`config.mk`:
```
export PLATFORM = sky130hd
export DESIGN_NAME = wind_sentence_field_parser
export DESIGN_NICKNAME = d
export VERILOG_FILES = /design/src/rtl/core/wsfp_pkg.sv /design/src/rtl/core/wind_sentence_field_parser.sv
export SDC_FILE = /design/constraint.sdc
export NUM_CORES = 1
export LEC_CHECK = 0
export ABC_CLOCK_PERIOD_IN_PS = 3800
export BUFFER_PORTS_ARGS = -buffer_cell sky130_fd_sc_hd__buf_2
export CORE_MARGIN = 2
export CORE_UTILIZATION = 54
export CTS_CLUSTER_SIZE = 28
export DETAILED_ROUTE_END_ITERATION = 10
export MAX_ROUTING_LAYER = met4
export PLACE_DENSITY = 0.86
export SYNTH_ARGS = -nofsm -noshare
export SYNTH_HDL_FRONTEND = slang
export SYNTH_SLANG_ARGS = --single-unit
```
`constraint.sdc`:
```
create_clock -name clk -period 3.8 [get_ports clk]
set_clock_uncertainty 0.15 [all_clocks]
set_input_delay 0.19 -clock clk [delete_from_list [all_inputs] [get_ports clk]]
set_output_delay 0.19 -clock clk [all_outputs]
set_load 0.005 [all_outputs]
```
`src/rtl/core/wsfp_pkg.sv`:
```
// Package for the wind sentence field parser.
// Constants, register map and saturation helpers; no dependencies.
`default_nettype none
package wsfp_pkg;

  localparam int unsigned MAX_PACKET_BYTES_DEF = 64;

  localparam int unsigned VAL_W   = 16;
  localparam int unsigned BYTE_W  = 8;
  localparam int unsigned CFG_AW  = 3;
  localparam int unsigned CFG_DW  = 32;

  localparam logic [BYTE_W-1:0] START_BYTE_RST = 8'h24;
  localparam logic [BYTE_W-1:0] END_BYTE_RST   = 8'h0A;

  localparam logic [BYTE_W-1:0] CHAR_NUL   = 8'h00;
  localparam logic [BYTE_W-1:0] CHAR_COMMA = 8'h2C;
  localparam logic [BYTE_W-1:0] CHAR_POINT = 8'h2E;
  localparam logic [BYTE_W-1:0] CHAR_0     = 8'h30;
  localparam logic [BYTE_W-1:0] CHAR_9     = 8'h39;

  // register select, taken from paddr[2]
  localparam logic REG_START_BYTE = 1'b0;
  localparam logic REG_END_BYTE   = 1'b1;

  // token numbering; TOK_PAST means beyond the speed token
  localparam logic [1:0] TOK_HEAD  = 2'd0;
  localparam logic [1:0] TOK_DIR   = 2'd1;
  localparam logic [1:0] TOK_SPEED = 2'd2;
  localparam logic [1:0] TOK_PAST  = 2'd3;

  localparam logic [1:0] FRAC_NONE = 2'd0;
  localparam logic [1:0] FRAC_ONE  = 2'd1;
  localparam logic [1:0] FRAC_DONE = 2'd2;

  localparam logic [VAL_W-1:0] SAT_MAX = {VAL_W{1'b1}};

  function automatic logic [VAL_W-1:0] sat16(input logic [22:0] v);
    sat16 = (v > 23'(SAT_MAX)) ? SAT_MAX : v[VAL_W-1:0];
  endfunction

endpackage
`default_nettype wire

```
`src/rtl/core/wind_sentence_field_parser.sv`:
```
// Wind sentence field parser, top level.
// Depends on wsfp_pkg.
//
// Usage: one received byte per in_ beat on in_tdata[7:0]. The start byte
// opens a packet; body bytes are split at commas or NUL (empty tokens skipped).
// Token 1 gives the direction, token 2 the speed in 0.01 m/s, both
// saturating at 65535. The end byte commits the packet's values and sends
// one out_ beat with the stored direction and speed.
// Timing: every byte is handled in the cycle it is accepted; a result
// appears on out_ the cycle after its end byte, and one byte is taken
// every cycle while the result register is free or being drained.
// in_tready drops only while a result waits and out_tready is low.
// Reset (rst_n low, synchronous) clears the parser state and the stored
// values and restores start_byte to '$' and end_byte to LF.
// Configuration: APB port, start_byte at 0x0, end_byte at 0x4.
`default_nettype none
module wind_sentence_field_parser #(
  parameter int unsigned MAX_PACKET_BYTES = wsfp_pkg::MAX_PACKET_BYTES_DEF
) (
  input  wire logic                        clk,
  input  wire logic                        rst_n,
  input  wire logic                        in_tvalid,
  output logic                             in_tready,
  input  wire logic [7:0]                  in_tdata,    // [7:0] rx_byte
  output logic                             out_tvalid,
  input  wire logic                        out_tready,
  output logic [31:0]                      out_tdata,   // [15:0] direction, [31:16] speed
  input  wire logic                        cfg_psel,
  input  wire logic                        cfg_penable,
  input  wire logic                        cfg_pwrite,
  input  wire logic [wsfp_pkg::CFG_AW-1:0] cfg_paddr,
  input  wire logic [wsfp_pkg::CFG_DW-1:0] cfg_pwdata,
  output logic [wsfp_pkg::CFG_DW-1:0]      cfg_prdata,
  output logic                             cfg_pready
);

  localparam int unsigned CNT_W = $clog2(MAX_PACKET_BYTES);
  localparam logic [CNT_W-1:0] CNT_LIM = CNT_W'(MAX_PACKET_BYTES - 1);
  localparam int unsigned VW = wsfp_pkg::VAL_W;

  logic [7:0]    start_byte_r, end_byte_r;
  logic          in_packet_r, in_packet_nxt;
  logic [CNT_W-1:0] byte_count_r, byte_count_nxt;
  logic [1:0]    token_index_r, token_index_nxt;
  logic          token_nonempty_r, token_nonempty_nxt;
  logic          seen_point_r, seen_point_nxt;
  logic [1:0]    fraction_digits_r, fraction_digits_nxt;
  logic [VW-1:0] acc_r, acc_nxt;
  logic [VW-1:0] stored_dir_r, stored_dir_nxt;
  logic [VW-1:0] stored_spd_r, stored_spd_nxt;
  logic [VW-1:0] pend_dir_r, pend_dir_nxt;
  logic [VW-1:0] pend_spd_r, pend_spd_nxt;
  logic          pend_dir_v_r, pend_dir_v_nxt;
  logic          pend_spd_v_r, pend_spd_v_nxt;
  logic          out_valid_r, out_valid_nxt;

  logic          in_fire, cfg_wr;
  logic [7:0]    rx;
  logic          is_start, is_end, is_digit;
  logic [3:0]    dval;

  // token completion seen from the current state
  logic [VW-1:0] fin_dir, fin_spd;
  logic          fin_dir_v, fin_spd_v;
  logic [1:0]    fin_tok;

  logic [VW-1:0] mac10, mul100, fracadd;

  assign in_fire    = in_tvalid & in_tready;
  assign in_tready  = ~out_valid_r | out_tready;
  assign out_tvalid = out_valid_r;
  assign out_tdata  = {stored_spd_r, stored_dir_r};
  assign cfg_pready = 1'b1;
  assign cfg_wr     = cfg_psel & cfg_penable & cfg_pwrite & cfg_pready;

  always_comb begin
    unique case (cfg_paddr[2])
      wsfp_pkg::REG_START_BYTE: cfg_prdata = {24'd0, start_byte_r};
      wsfp_pkg::REG_END_BYTE:   cfg_prdata = {24'd0, end_byte_r};
      default:                  cfg_prdata = '0;
    endcase
  end

  assign rx       = in_tdata;
  assign is_start = (rx == start_byte_r);
  assign is_end   = (rx == end_byte_r);
  assign is_digit = (rx >= wsfp_pkg::CHAR_0) && (rx <= wsfp_pkg::CHAR_9);
  assign dval     = is_digit ? 4'(rx - wsfp_pkg::CHAR_0) : 4'd0;

  assign mac10   = wsfp_pkg::sat16(23'(acc_r) * 23'd10 + 23'(dval));
  assign mul100  = wsfp_pkg::sat16(23'(acc_r) * 23'd100);
  assign fracadd = wsfp_pkg::sat16(23'(acc_r) +
                   ((fraction_digits_r == wsfp_pkg::FRAC_NONE) ?
                    23'(dval) * 23'd10 : 23'(dval)));

  always_comb begin
    fin_dir   = pend_dir_r;
    fin_dir_v = pend_dir_v_r;
    fin_spd   = pend_spd_r;
    fin_spd_v = pend_spd_v_r;
    fin_tok   = token_index_r;
    if (token_nonempty_r) begin
      if (token_index_r == wsfp_pkg::TOK_DIR) begin
        fin_dir   = acc_r;
        fin_dir_v = 1'b1;
      end else if (token_index_r == wsfp_pkg::TOK_SPEED) begin
        fin_spd   = seen_point_r ? acc_r : mul100;
        fin_spd_v = 1'b1;
      end
      if (token_index_r != wsfp_pkg::TOK_PAST) fin_tok = token_index_r + 2'd1;
    end
  end

  always_comb begin
    in_packet_nxt       = in_packet_r;
    byte_count_nxt      = byte_count_r;
    token_index_nxt     = token_index_r;
    token_nonempty_nxt  = token_nonempty_r;
    seen_point_nxt      = seen_point_r;
    fraction_digits_nxt = fraction_digits_r;
    acc_nxt             = acc_r;
    stored_dir_nxt      = stored_dir_r;
    stored_spd_nxt      = stored_spd_r;
    pend_dir_nxt        = pend_dir_r;
    pend_spd_nxt        = pend_spd_r;
    pend_dir_v_nxt      = pend_dir_v_r;
    pend_spd_v_nxt      = pend_spd_v_r;
    out_valid_nxt       = out_valid_r & ~out_tready;

    if (in_fire) begin
      if (is_start || is_end) begin
        in_packet_nxt       = is_start;
        byte_count_nxt      = '0;
        token_index_nxt     = wsfp_pkg::TOK_HEAD;
        token_nonempty_nxt  = 1'b0;
        seen_point_nxt      = 1'b0;
        fraction_digits_nxt = wsfp_pkg::FRAC_NONE;
        acc_nxt             = '0;
        pend_dir_v_nxt      = 1'b0;
        pend_spd_v_nxt      = 1'b0;
        if (!is_start) begin
          if (fin_dir_v) stored_dir_nxt = fin_dir;
          if (fin_spd_v) stored_spd_nxt = fin_spd;
          out_valid_nxt = 1'b1;
        end
      end else if (in_packet_r && byte_count_r < CNT_LIM) begin
        byte_count_nxt = byte_count_r + 1'b1;
        if (rx == wsfp_pkg::CHAR_NUL || rx == wsfp_pkg::CHAR_COMMA) begin
          token_index_nxt     = fin_tok;
          pend_dir_nxt        = fin_dir;
          pend_dir_v_nxt      = fin_dir_v;
          pend_spd_nxt        = fin_spd;
          pend_spd_v_nxt      = fin_spd_v;
          token_nonempty_nxt  = 1'b0;
          seen_point_nxt      = 1'b0;
          fraction_digits_nxt = wsfp_pkg::FRAC_NONE;
          acc_nxt             = '0;
          if (rx == wsfp_pkg::CHAR_NUL) byte_count_nxt = CNT_LIM;
        end else begin
          token_nonempty_nxt = 1'b1;
          if (token_index_r == wsfp_pkg::TOK_DIR) begin
            if (!seen_point_r) begin
              if (is_digit) acc_nxt = mac10;
              else seen_point_nxt = 1'b1;
            end
          end else if (token_index_r == wsfp_pkg::TOK_SPEED) begin
            if (!seen_point_r) begin
              if (is_digit) begin
                acc_nxt = mac10;
              end else begin
                acc_nxt             = mul100;
                seen_point_nxt      = 1'b1;
                fraction_digits_nxt = (rx == wsfp_pkg::CHAR_POINT) ?
                                      wsfp_pkg::FRAC_NONE : wsfp_pkg::FRAC_DONE;
              end
            end else if (fraction_digits_r != wsfp_pkg::FRAC_DONE && is_digit) begin
              acc_nxt             = fracadd;
              fraction_digits_nxt = fraction_digits_r + 2'd1;
            end else begin
              fraction_digits_nxt = wsfp_pkg::FRAC_DONE;
            end
          end
        end
      end
    end
  end

  always_ff @(posedge clk) begin
    if (!rst_n) begin
      start_byte_r      <= wsfp_pkg::START_BYTE_RST;
      end_byte_r        <= wsfp_pkg::END_BYTE_RST;
      in_packet_r       <= 1'b0;
      byte_count_r      <= '0;
      token_index_r     <= wsfp_pkg::TOK_HEAD;
      token_nonempty_r  <= 1'b0;
      seen_point_r      <= 1'b0;
      fraction_digits_r <= wsfp_pkg::FRAC_NONE;
      acc_r             <= '0;
      stored_dir_r      <= '0;
      stored_spd_r      <= '0;
      pend_dir_v_r      <= 1'b0;
      pend_spd_v_r      <= 1'b0;
      out_valid_r       <= 1'b0;
    end else begin
      if (cfg_wr) begin
        unique case (cfg_paddr[2])
          wsfp_pkg::REG_START_BYTE: start_byte_r <= cfg_pwdata[7:0];
          wsfp_pkg::REG_END_BYTE:   end_byte_r   <= cfg_pwdata[7:0];
          default: ;
        endcase
      end
      in_packet_r       <= in_packet_nxt;
      byte_count_r      <= byte_count_nxt;
      token_index_r     <= token_index_nxt;
      token_nonempty_r  <= token_nonempty_nxt;
      seen_point_r      <= seen_point_nxt;
      fraction_digits_r <= fraction_digits_nxt;
      acc_r             <= acc_nxt;
      stored_dir_r      <= stored_dir_nxt;
      stored_spd_r      <= stored_spd_nxt;
      pend_dir_v_r      <= pend_dir_v_nxt;
      pend_spd_v_r      <= pend_spd_v_nxt;
      out_valid_r       <= out_valid_nxt;
    end
  end

  always_ff @(posedge clk) begin
    pend_dir_r <= pend_dir_nxt;
    pend_spd_r <= pend_spd_nxt;
  end

  a_frac_needs_point: assert property (@(posedge clk) disable iff (!rst_n)
    fraction_digits_r != wsfp_pkg::FRAC_NONE |-> seen_point_r)
    else $error("fraction digits counted without a point");

  a_count_bound: assert property (@(posedge clk) disable iff (!rst_n)
    byte_count_r <= CNT_LIM)
    else $error("byte count past buffer limit");

  a_idle_clear: assert property (@(posedge clk) disable iff (!rst_n)
    !in_packet_r |-> (byte_count_r == '0 && !token_nonempty_r &&
                      token_index_r == wsfp_pkg::TOK_HEAD &&
                      !pend_dir_v_r && !pend_spd_v_r))
    else $error("parse state left outside a packet");

  a_end_emits: assert property (@(posedge clk) disable iff (!rst_n)
    in_fire && is_end && !is_start |=> out_valid_r)
    else $error("end byte without result");

  a_start_silent: assert property (@(posedge clk) disable iff (!rst_n)
    in_fire && is_start && !out_valid_r |=> !out_valid_r && in_packet_r)
    else $error("start byte produced a result");

endmodule
`default_nettype wire
```
==> summary.txt, run 1 <==
Clk Latency, worst-skew pair: 380 ps
Dominant cell type by area after synthesis: dfxtp_1
Clock Path Buffers: 2
PwrDens: 204 nW/um^2
Reg2Reg Launch Point: acc_r[6]$_SDFFE_PN0P_
Endpoint class of the critical path: flop
Final Critical Period: 4180 ps
CP cell instances: ha_4 -> ha_1 -> inv_1 -> fa_1 -> inv_2 -> ha_4 -> nand3_2 -> nor2_4 -> nor3_4 -> o31ai_4 -> mux2_4 -> nand4_4 -> or2_2 -> o31ai_1 -> a22oi_1
Peak VDD IR: 0.280 mV
Internal power: 1.75 mW
DR vias: 9446
Post-synthesis cell count: 1056
CTS root buf: clkbuf_16
Combinational fraction of design power: 5.3%
Antenna Nets Post-Route: 0
RSZ-0062 raised after global routing: true
Register area: 2600 sq um
Fin crit share: 110%
Hpwl dp: 17800 microns
Syn Area/Cell: 8.59 sq um
Number of inserted diodes: 0
Final hold violations: 0
Ports: 117
Setup ws final: -381 ps
Vias in the first global route: 8835
Post-DR vias/cell: 6.58
Distinct cells, synth: 90
IO Port Bufs: 65
FILL cells: 1046
Share of layout cells above drive strength 1: 29.8%
Main synth FF type: dfxtp_1
DR WL/cell: 21.9 microns
Ys async rst share: 0%
Die span in x: 134 microns
Sequential group share of total power: 52.1%
Slew HR: 39.1%
CP startpoint kind: flop
Slew @ Worst Pin: 907 ps
Row count: 47
Slowest-stage cell, CP: fa_1
GRT Total Usage: 32.0%
Reg2reg setup slack: -380 ps
Synth Register Bits: 112
Area grow syn2layout: 27.1%
Most common cell on crit path: ha_4
Status: finished with violations
Max Transition Viols Final: 0
Largest cells by area after synthesis: dfxtp_1 (18%), ha_1 (14%), edfxtp_1 (11%)
Failing checks: setup timing
Crit Path Max Fanout: 7
Area of the multi-input gates: 6760 sq um
Setup_tns: -11750 ps
DIE AREA: 17900 sq um
Post-synth EDFFs: 32
Hold WC Path Type: input pin to flop
Max cap viols: 0
Synth Warn #: 0
Critical path arrival: 4260 ps
Hold path endpoint: start_byte_r[2]$_SDFFE_PN1P_
Fmax: 239 MHz
Core Footprint: 16500 sq um
Nets: 1371
GR Overflow Total: 0
Commonest non-fill, non-tap cell in the layout: nand2_1
Die height: 134 microns
Initial drt markers: 1191
Clock tree from TritonCTS: done
Clock slew at reported path FFs: 80 ps
Num CTS Buffers: 9
Worst endpoint required time: 3880 ps
Most frequent cells in the layout: nand2_1 (128), buf_4 (103), ha_1 (70), dfxtp_1 (68), nor2_1 (66)
Pre-Repair DR Iteration Count: 8
Routed WL: 31400 microns
# DRC: 0
Clock power frac: 42.7%
Total chip power: 2.35 mW
Hold path cells: 2
CTS sink cnt: 112
Final setup violation count: 48
RD Place Congestion: 0.966
First-pass GRT wire length: 44400 microns
Net Sw Power: 595 uW
Crit path kind: flop to flop
Hold_sp: rst_n
Synth top area share: 17.7%
Switching Share: 25.3%
Lkg Pwr: 4.91 nW
R2R depth: 15
Initial Util: 54.9%
Largest net degree at the start of global routing: 43
Register area share after synthesis: 28.2%
H-tree depth: 3
Post-synthesis cell area: 9070 sq um
Worst R2R End: acc_r[8]$_SDFFE_PN0P_
Slowest stage delay, CP: 500 ps
Initial antenna violation count: 0
Hold WS: 139 ps
synth_stat cells, types with 4 or more instances:
cell type / n
nand2_1: 128
ha_1: 98
dfxtp_1: 80
inv_1: 75
nor2_1: 70
a21oi_1: 61
o21ai_0: 55
xnor2_1: 44
edfxtp_1: 32
clkbuf_1: 27
buf_4: 26
nand3_1: 21
mux2i_1: 19
nor3_1: 17
xor2_1: 16
mux2_2: 15
nand2b_1: 14
a31oi_1: 13
fa_1: 13
o221ai_1: 13
o31ai_1: 12
nor2b_1: 11
and3_1: 10
buf_2: 10
o21a_1: 10
a21o_1: 9
and2_1: 8
o21ai_1: 8
a211oi_1: 7
a41oi_1: 7
nand4_1: 7
a22oi_1: 6
a211o_1: 5
a32oi_2: 5
o221a_2: 5
a32oi_1: 4
nor3b_1: 4
o21bai_1: 4
o22ai_1: 4
sequential cells by signal, indices dropped and copies added, names as in the netlist:
register / flops
pend_dir_v_r: 1
out_tvalid: 1
acc_r: 16
stored_dir_r: 16
end_byte_r: 8
start_byte_r: 8
pend_spd_v_r: 1
byte_count_r: 6
seen_point_r: 1
token_index_r: 2
pend_dir_r: 16
pend_spd_r: 16
fraction_digits_r: 2
in_packet_r: 1
stored_spd_r: 16
token_nonempty_r: 1
metal layers:
layer / global-route usage [%] / part of all wire, % / vias to the layer above
li1: - / - / 4039
met1: 36.0 / 35 / 4386
met2: 53.2 / 47 / 759
met3: 5.48 / 9.8 / 262
met4: 19.6 / 8.3 / 0
met5: - / 0 / -
cells by family (layout without fill, tap and decap cells):
kind of cell	count (synthesis)	count (layout)	synth area share, %
AO/OA/AOI/OAI	261	261	20.0
buffers and inverters	144	278	7.42
multiplexers	35	35	4.11
AND/OR/NAND/NOR	331	332	18.0
XOR/XNOR	60	60	5.79
flip-flops	112	112	28.2
adder cells (fa/ha/maj)	111	111	16.4
other	2	26	0.0828
per-stage QoR:
| step | cell area, sq um | setup WS, ps | utilization, % | instances |
|---|---|---|---|---|
| 2_1_floorplan | 9340 | -11.9 | - | 1080 |
| 3_3_place_gp | 10300 | -394 | 62.3 | 1393 |
| 3_5_place_dp | 10300 | -409 | 62.3 | 1393 |
| 4_1_cts | 11300 | -55.1 | 68.2 | 1428 |
| 5_1_grt | 11500 | -447 | 69.8 | 1435 |
| 6_report | 11500 | -381 | 69.8 | 1435 |
worst max-delay path, delay by kind of cell, from the launching register on:
kind                       cells  cell delay (ps)
muxes                          1              210
adders and majority gates      4             1320
buffers and inverters          2              120
AOI/OAI and AO/OA              3              830
and+or+nand+nor                5             1000
DFF                            1              410
how the worst max path moves through the flow:
stage | from | to | slack [ps]
after CTS | acc_r[10]$_SDFFE_PN0P_ | pend_spd_r[9]$_DFFE_PP_ | -60
after global placement | acc_r[3]$_SDFFE_PN0P_ | stored_spd_r[9]$_SDFFE_PN0P_ | -390
after global routing | acc_r[5]$_SDFFE_PN0P_ | pend_spd_r[12]$_DFFE_PP_ | -450
after detailed placement | acc_r[3]$_SDFFE_PN0P_ | pend_spd_r[9]$_DFFE_PP_ | -410
after floorplan | acc_r[2]$_SDFFE_PN0P_ | pend_spd_r[2]$_DFFE_PP_ | -10
final | acc_r[6]$_SDFFE_PN0P_ | acc_r[8]$_SDFFE_PN0P_ | -380
final cells by class:
class / count / share of cell area, %
inverters: 77 / 2.51
multi-input cells: 825 / 58.6
clock buffers: 10 / 2.07
flip-flops and latches: 112 / 22.5
repair buffers: 185 / 11.3
well taps: 220 / 2.39
clock inverters: 6 / 0.586
what timing repair did:
item,in CTS,in global routing
resized for setup,78,37
endpoints found under the hold margin,16,0
hold buffers,8,0
cloned,1,0
pin swaps,67,21
buffers inserted,10,7
endpoints found under the setup margin,48,48
power by group through the flow:
stage	clock (mW)	sequential [mW]	combinational [mW]
6_report	1.00	1.22	0.124
2_1_floorplan	0	1.25	0.0872
3_5_place_dp	0	1.26	0.108
3_3_place_gp	0	1.25	0.106
4_1_cts	0.973	1.22	0.116
5_1_grt	1.03	1.22	0.134
Note: power is estimated with default switching activity, not from simulation.
==> run 2: changes to the inputs <==
CORE_MARGIN = not set   (was 2)
==> summary.txt, run 2 (synthesis results as in run 1) <==
Most common cell on crit path: inv_1 (was ha_4)
Hold WC Path Type: input pin to flop (unchanged)
Max cap viols: 0 (unchanged)
Critical path arrival: 4510 ps (was 4260 ps)
Crit Path Max Fanout: 14 (was 7)
Pre-Repair DR Iteration Count: 8 (unchanged)
Initial Util: 55.1% (was 54.9%)
CTS root buf: clkbuf_16 (unchanged)
Final hold violations: 0 (unchanged)
Die height: 132 microns (was 134 microns)
Slowest stage delay, CP: 440 ps (was 500 ps)
Post-DR vias/cell: 6.80 (was 6.58)
Endpoint class of the critical path: flop (unchanged)
CP startpoint kind: flop (unchanged)
DR WL/cell: 24.0 microns (was 21.9 microns)
Area grow syn2layout: 28.4% (was 27.1%)
Vias in the first global route: 8918 (was 8835)
Fin crit share: 116% (was 110%)
Reg2Reg Launch Point: fraction_digits_r[0]$_SDFFE_PN0P_ (was acc_r[6]$_SDFFE_PN0P_)
Largest net degree at the start of global routing: 43 (unchanged)
Failing checks: setup timing (unchanged)
Hpwl dp: 17700 microns (was 17800 microns)
PwrDens: 202 nW/um^2 (was 204 nW/um^2)
Final Critical Period: 4400 ps (was 4180 ps)
Share of layout cells above drive strength 1: 30.4% (was 29.8%)
Lkg Pwr: 4.93 nW (was 4.91 nW)
Row count: 47 (unchanged)
DR vias: 9742 (was 9446)
Ports: 117 (unchanged)
Slowest-stage cell, CP: a211oi_1 (was fa_1)
Slew HR: 35.9% (was 39.1%)
GRT Total Usage: 33.2% (was 32.0%)
Final Util: 70.8% (was 69.8%)
Nets: 1369 (was 1371)
Num CTS Buffers: 9 (unchanged)
Hold_sp: rst_n (unchanged)
Final setup violation count: 48 (unchanged)
Setup ws final: -598 ps (was -381 ps)
# DRC: 0 (unchanged)
Slew @ Worst Pin: 948 ps (was 907 ps)
RSZ-0062 raised after global routing: true (unchanged)
Most frequent cells in the layout: nand2_1 (125), buf_4 (98), ha_1 (74), dfxtp_1 (68), nor2_1 (67) (was nand2_1 (128), buf_4 (103), ha_1 (70), dfxtp_1 (68), nor2_1 (66))
Clk Latency, worst-skew pair: 380 ps (about the same)
Clock Path Buffers: 2 (unchanged)
Hold WS: 120 ps (was 139 ps)
Number of inserted diodes: 0 (unchanged)
Die span in x: 132 microns (was 134 microns)
Fmax: 227 MHz (was 239 MHz)
GR Overflow Total: 0 (unchanged)
H-tree depth: 3 (unchanged)
Worst slack, placed: -357 ps (was -409 ps)
Initial drt markers: 1334 (was 1191)
First-pass GRT wire length: 44900 microns (was 44400 microns)
IO Port Bufs: 65 (unchanged)
Antenna Nets Post-Route: 0 (unchanged)
Worst endpoint required time: 3910 ps (was 3880 ps)
Clock tree from TritonCTS: done (unchanged)
Crit path kind: flop to flop (unchanged)
Routed WL: 34400 microns (was 31400 microns)
DIE AREA: 17300 sq um (was 17900 sq um)
Max Transition Viols Final: 0 (unchanged)
Peak VDD IR: 0.285 mV (was 0.280 mV)
Commonest non-fill, non-tap cell in the layout: nand2_1 (unchanged)
Core Footprint: 16500 sq um (about the same)
Status: finished with violations (unchanged)
CTS sink cnt: 112 (unchanged)
Critical path launch point: fraction_digits_r[0]$_SDFFE_PN0P_ (was acc_r[6]$_SDFFE_PN0P_)
Initial antenna violation count: 0 (unchanged)
Clock slew at reported path FFs: 80 ps (about the same)
RD Place Congestion: 0.996 (was 0.966)
CP cell instances: inv_1 -> ha_1 -> mux2_2 -> and2b_2 -> inv_1 -> fa_1 -> nor2b_1 -> o31a_1 -> o21ai_1 -> a211oi_1 -> a41oi_1 -> buf_4 -> a21oi_1 -> o31ai_4 -> and2_4 -> a41oi_2 (was ha_4 -> ha_1 -> inv_1 -> fa_1 -> inv_2 -> ha_4 -> nand3_2 -> nor2_4 -> nor3_4 -> o31ai_4 -> mux2_4 -> nand4_4 -> or2_2 -> o31ai_1 -> a22oi_1)
[run 2: critical path, delay by kind of cell (launching register included)]
kind / cells / cell delay (ps)
compound gates: 7 / 1820
fa+ha+maj: 2 / 750
simple gates: 3 / 510
buf+inv: 3 / 410
flops: 1 / 360
mux: 1 / 260
[run 2: path summary, 6_finish.rpt]
path / depth (start not counted) / slack [ps] / endpoint
setup / recovery: 16 / -600 / acc_r[4]$_SDFFE_PN0P_
setup reg to reg: 16 / -600 / acc_r[4]$_SDFFE_PN0P_
hold reg to reg: 2 / 330 / start_byte_r[1]$_SDFFE_PN0P_
hold / removal: 2 / 120 / start_byte_r[2]$_SDFFE_PN1P_
[run 2: repair_timing]
item	in CTS	in global routing
endpoints found under the setup margin	48	48
gates resized for setup	66	77
endpoints found under the hold margin	16	0
gates cloned	3	1
setup buffers	13	12
hold buffers	8	0
pin swaps	52	55
[run 2: where the power goes]
part | internal (mW) | switching, mW
registers | 1.22 | 0.00417
logic | 0.0479 | 0.0754
clock network | 0.468 | 0.535
total | 1.73 | 0.614
[run 2: per-stage QoR]
step           total power [mW]  std cells  TNS, ps  instance area [sq um]
2_1_floorplan              1.34       1080    -23.4                   9340
3_3_place_gp               1.36       1381    -5340                  10200
3_5_place_dp               1.36       1381   -11870                  10200
4_1_cts                    2.30       1420     -976                  11100
5_1_grt                    2.39       1433   -19140                  11600
6_report                   2.35       1433   -14570                  11600
[run 2: routing by layer]
layer | GRT usage [%] | up-vias | share of wire (%)
met2 | 54.8 | 936 | 44
met5 | - | - | 0
li1 | - | 4039 | -
met4 | 21.4 | 0 | 9.8
met1 | 36.7 | 4418 | 33
met3 | 6.29 | 349 | 13
[run 2: area by class of cell]
type                       count  area [sq um]
clock inverter                 7          72.6
multi-input combinational    827          6890
clock buffer                   9           225
fill                        1047          4820
sequential                   112          2600
tap                          220           275
timing repair buffer         181          1300
inverter                      77           289
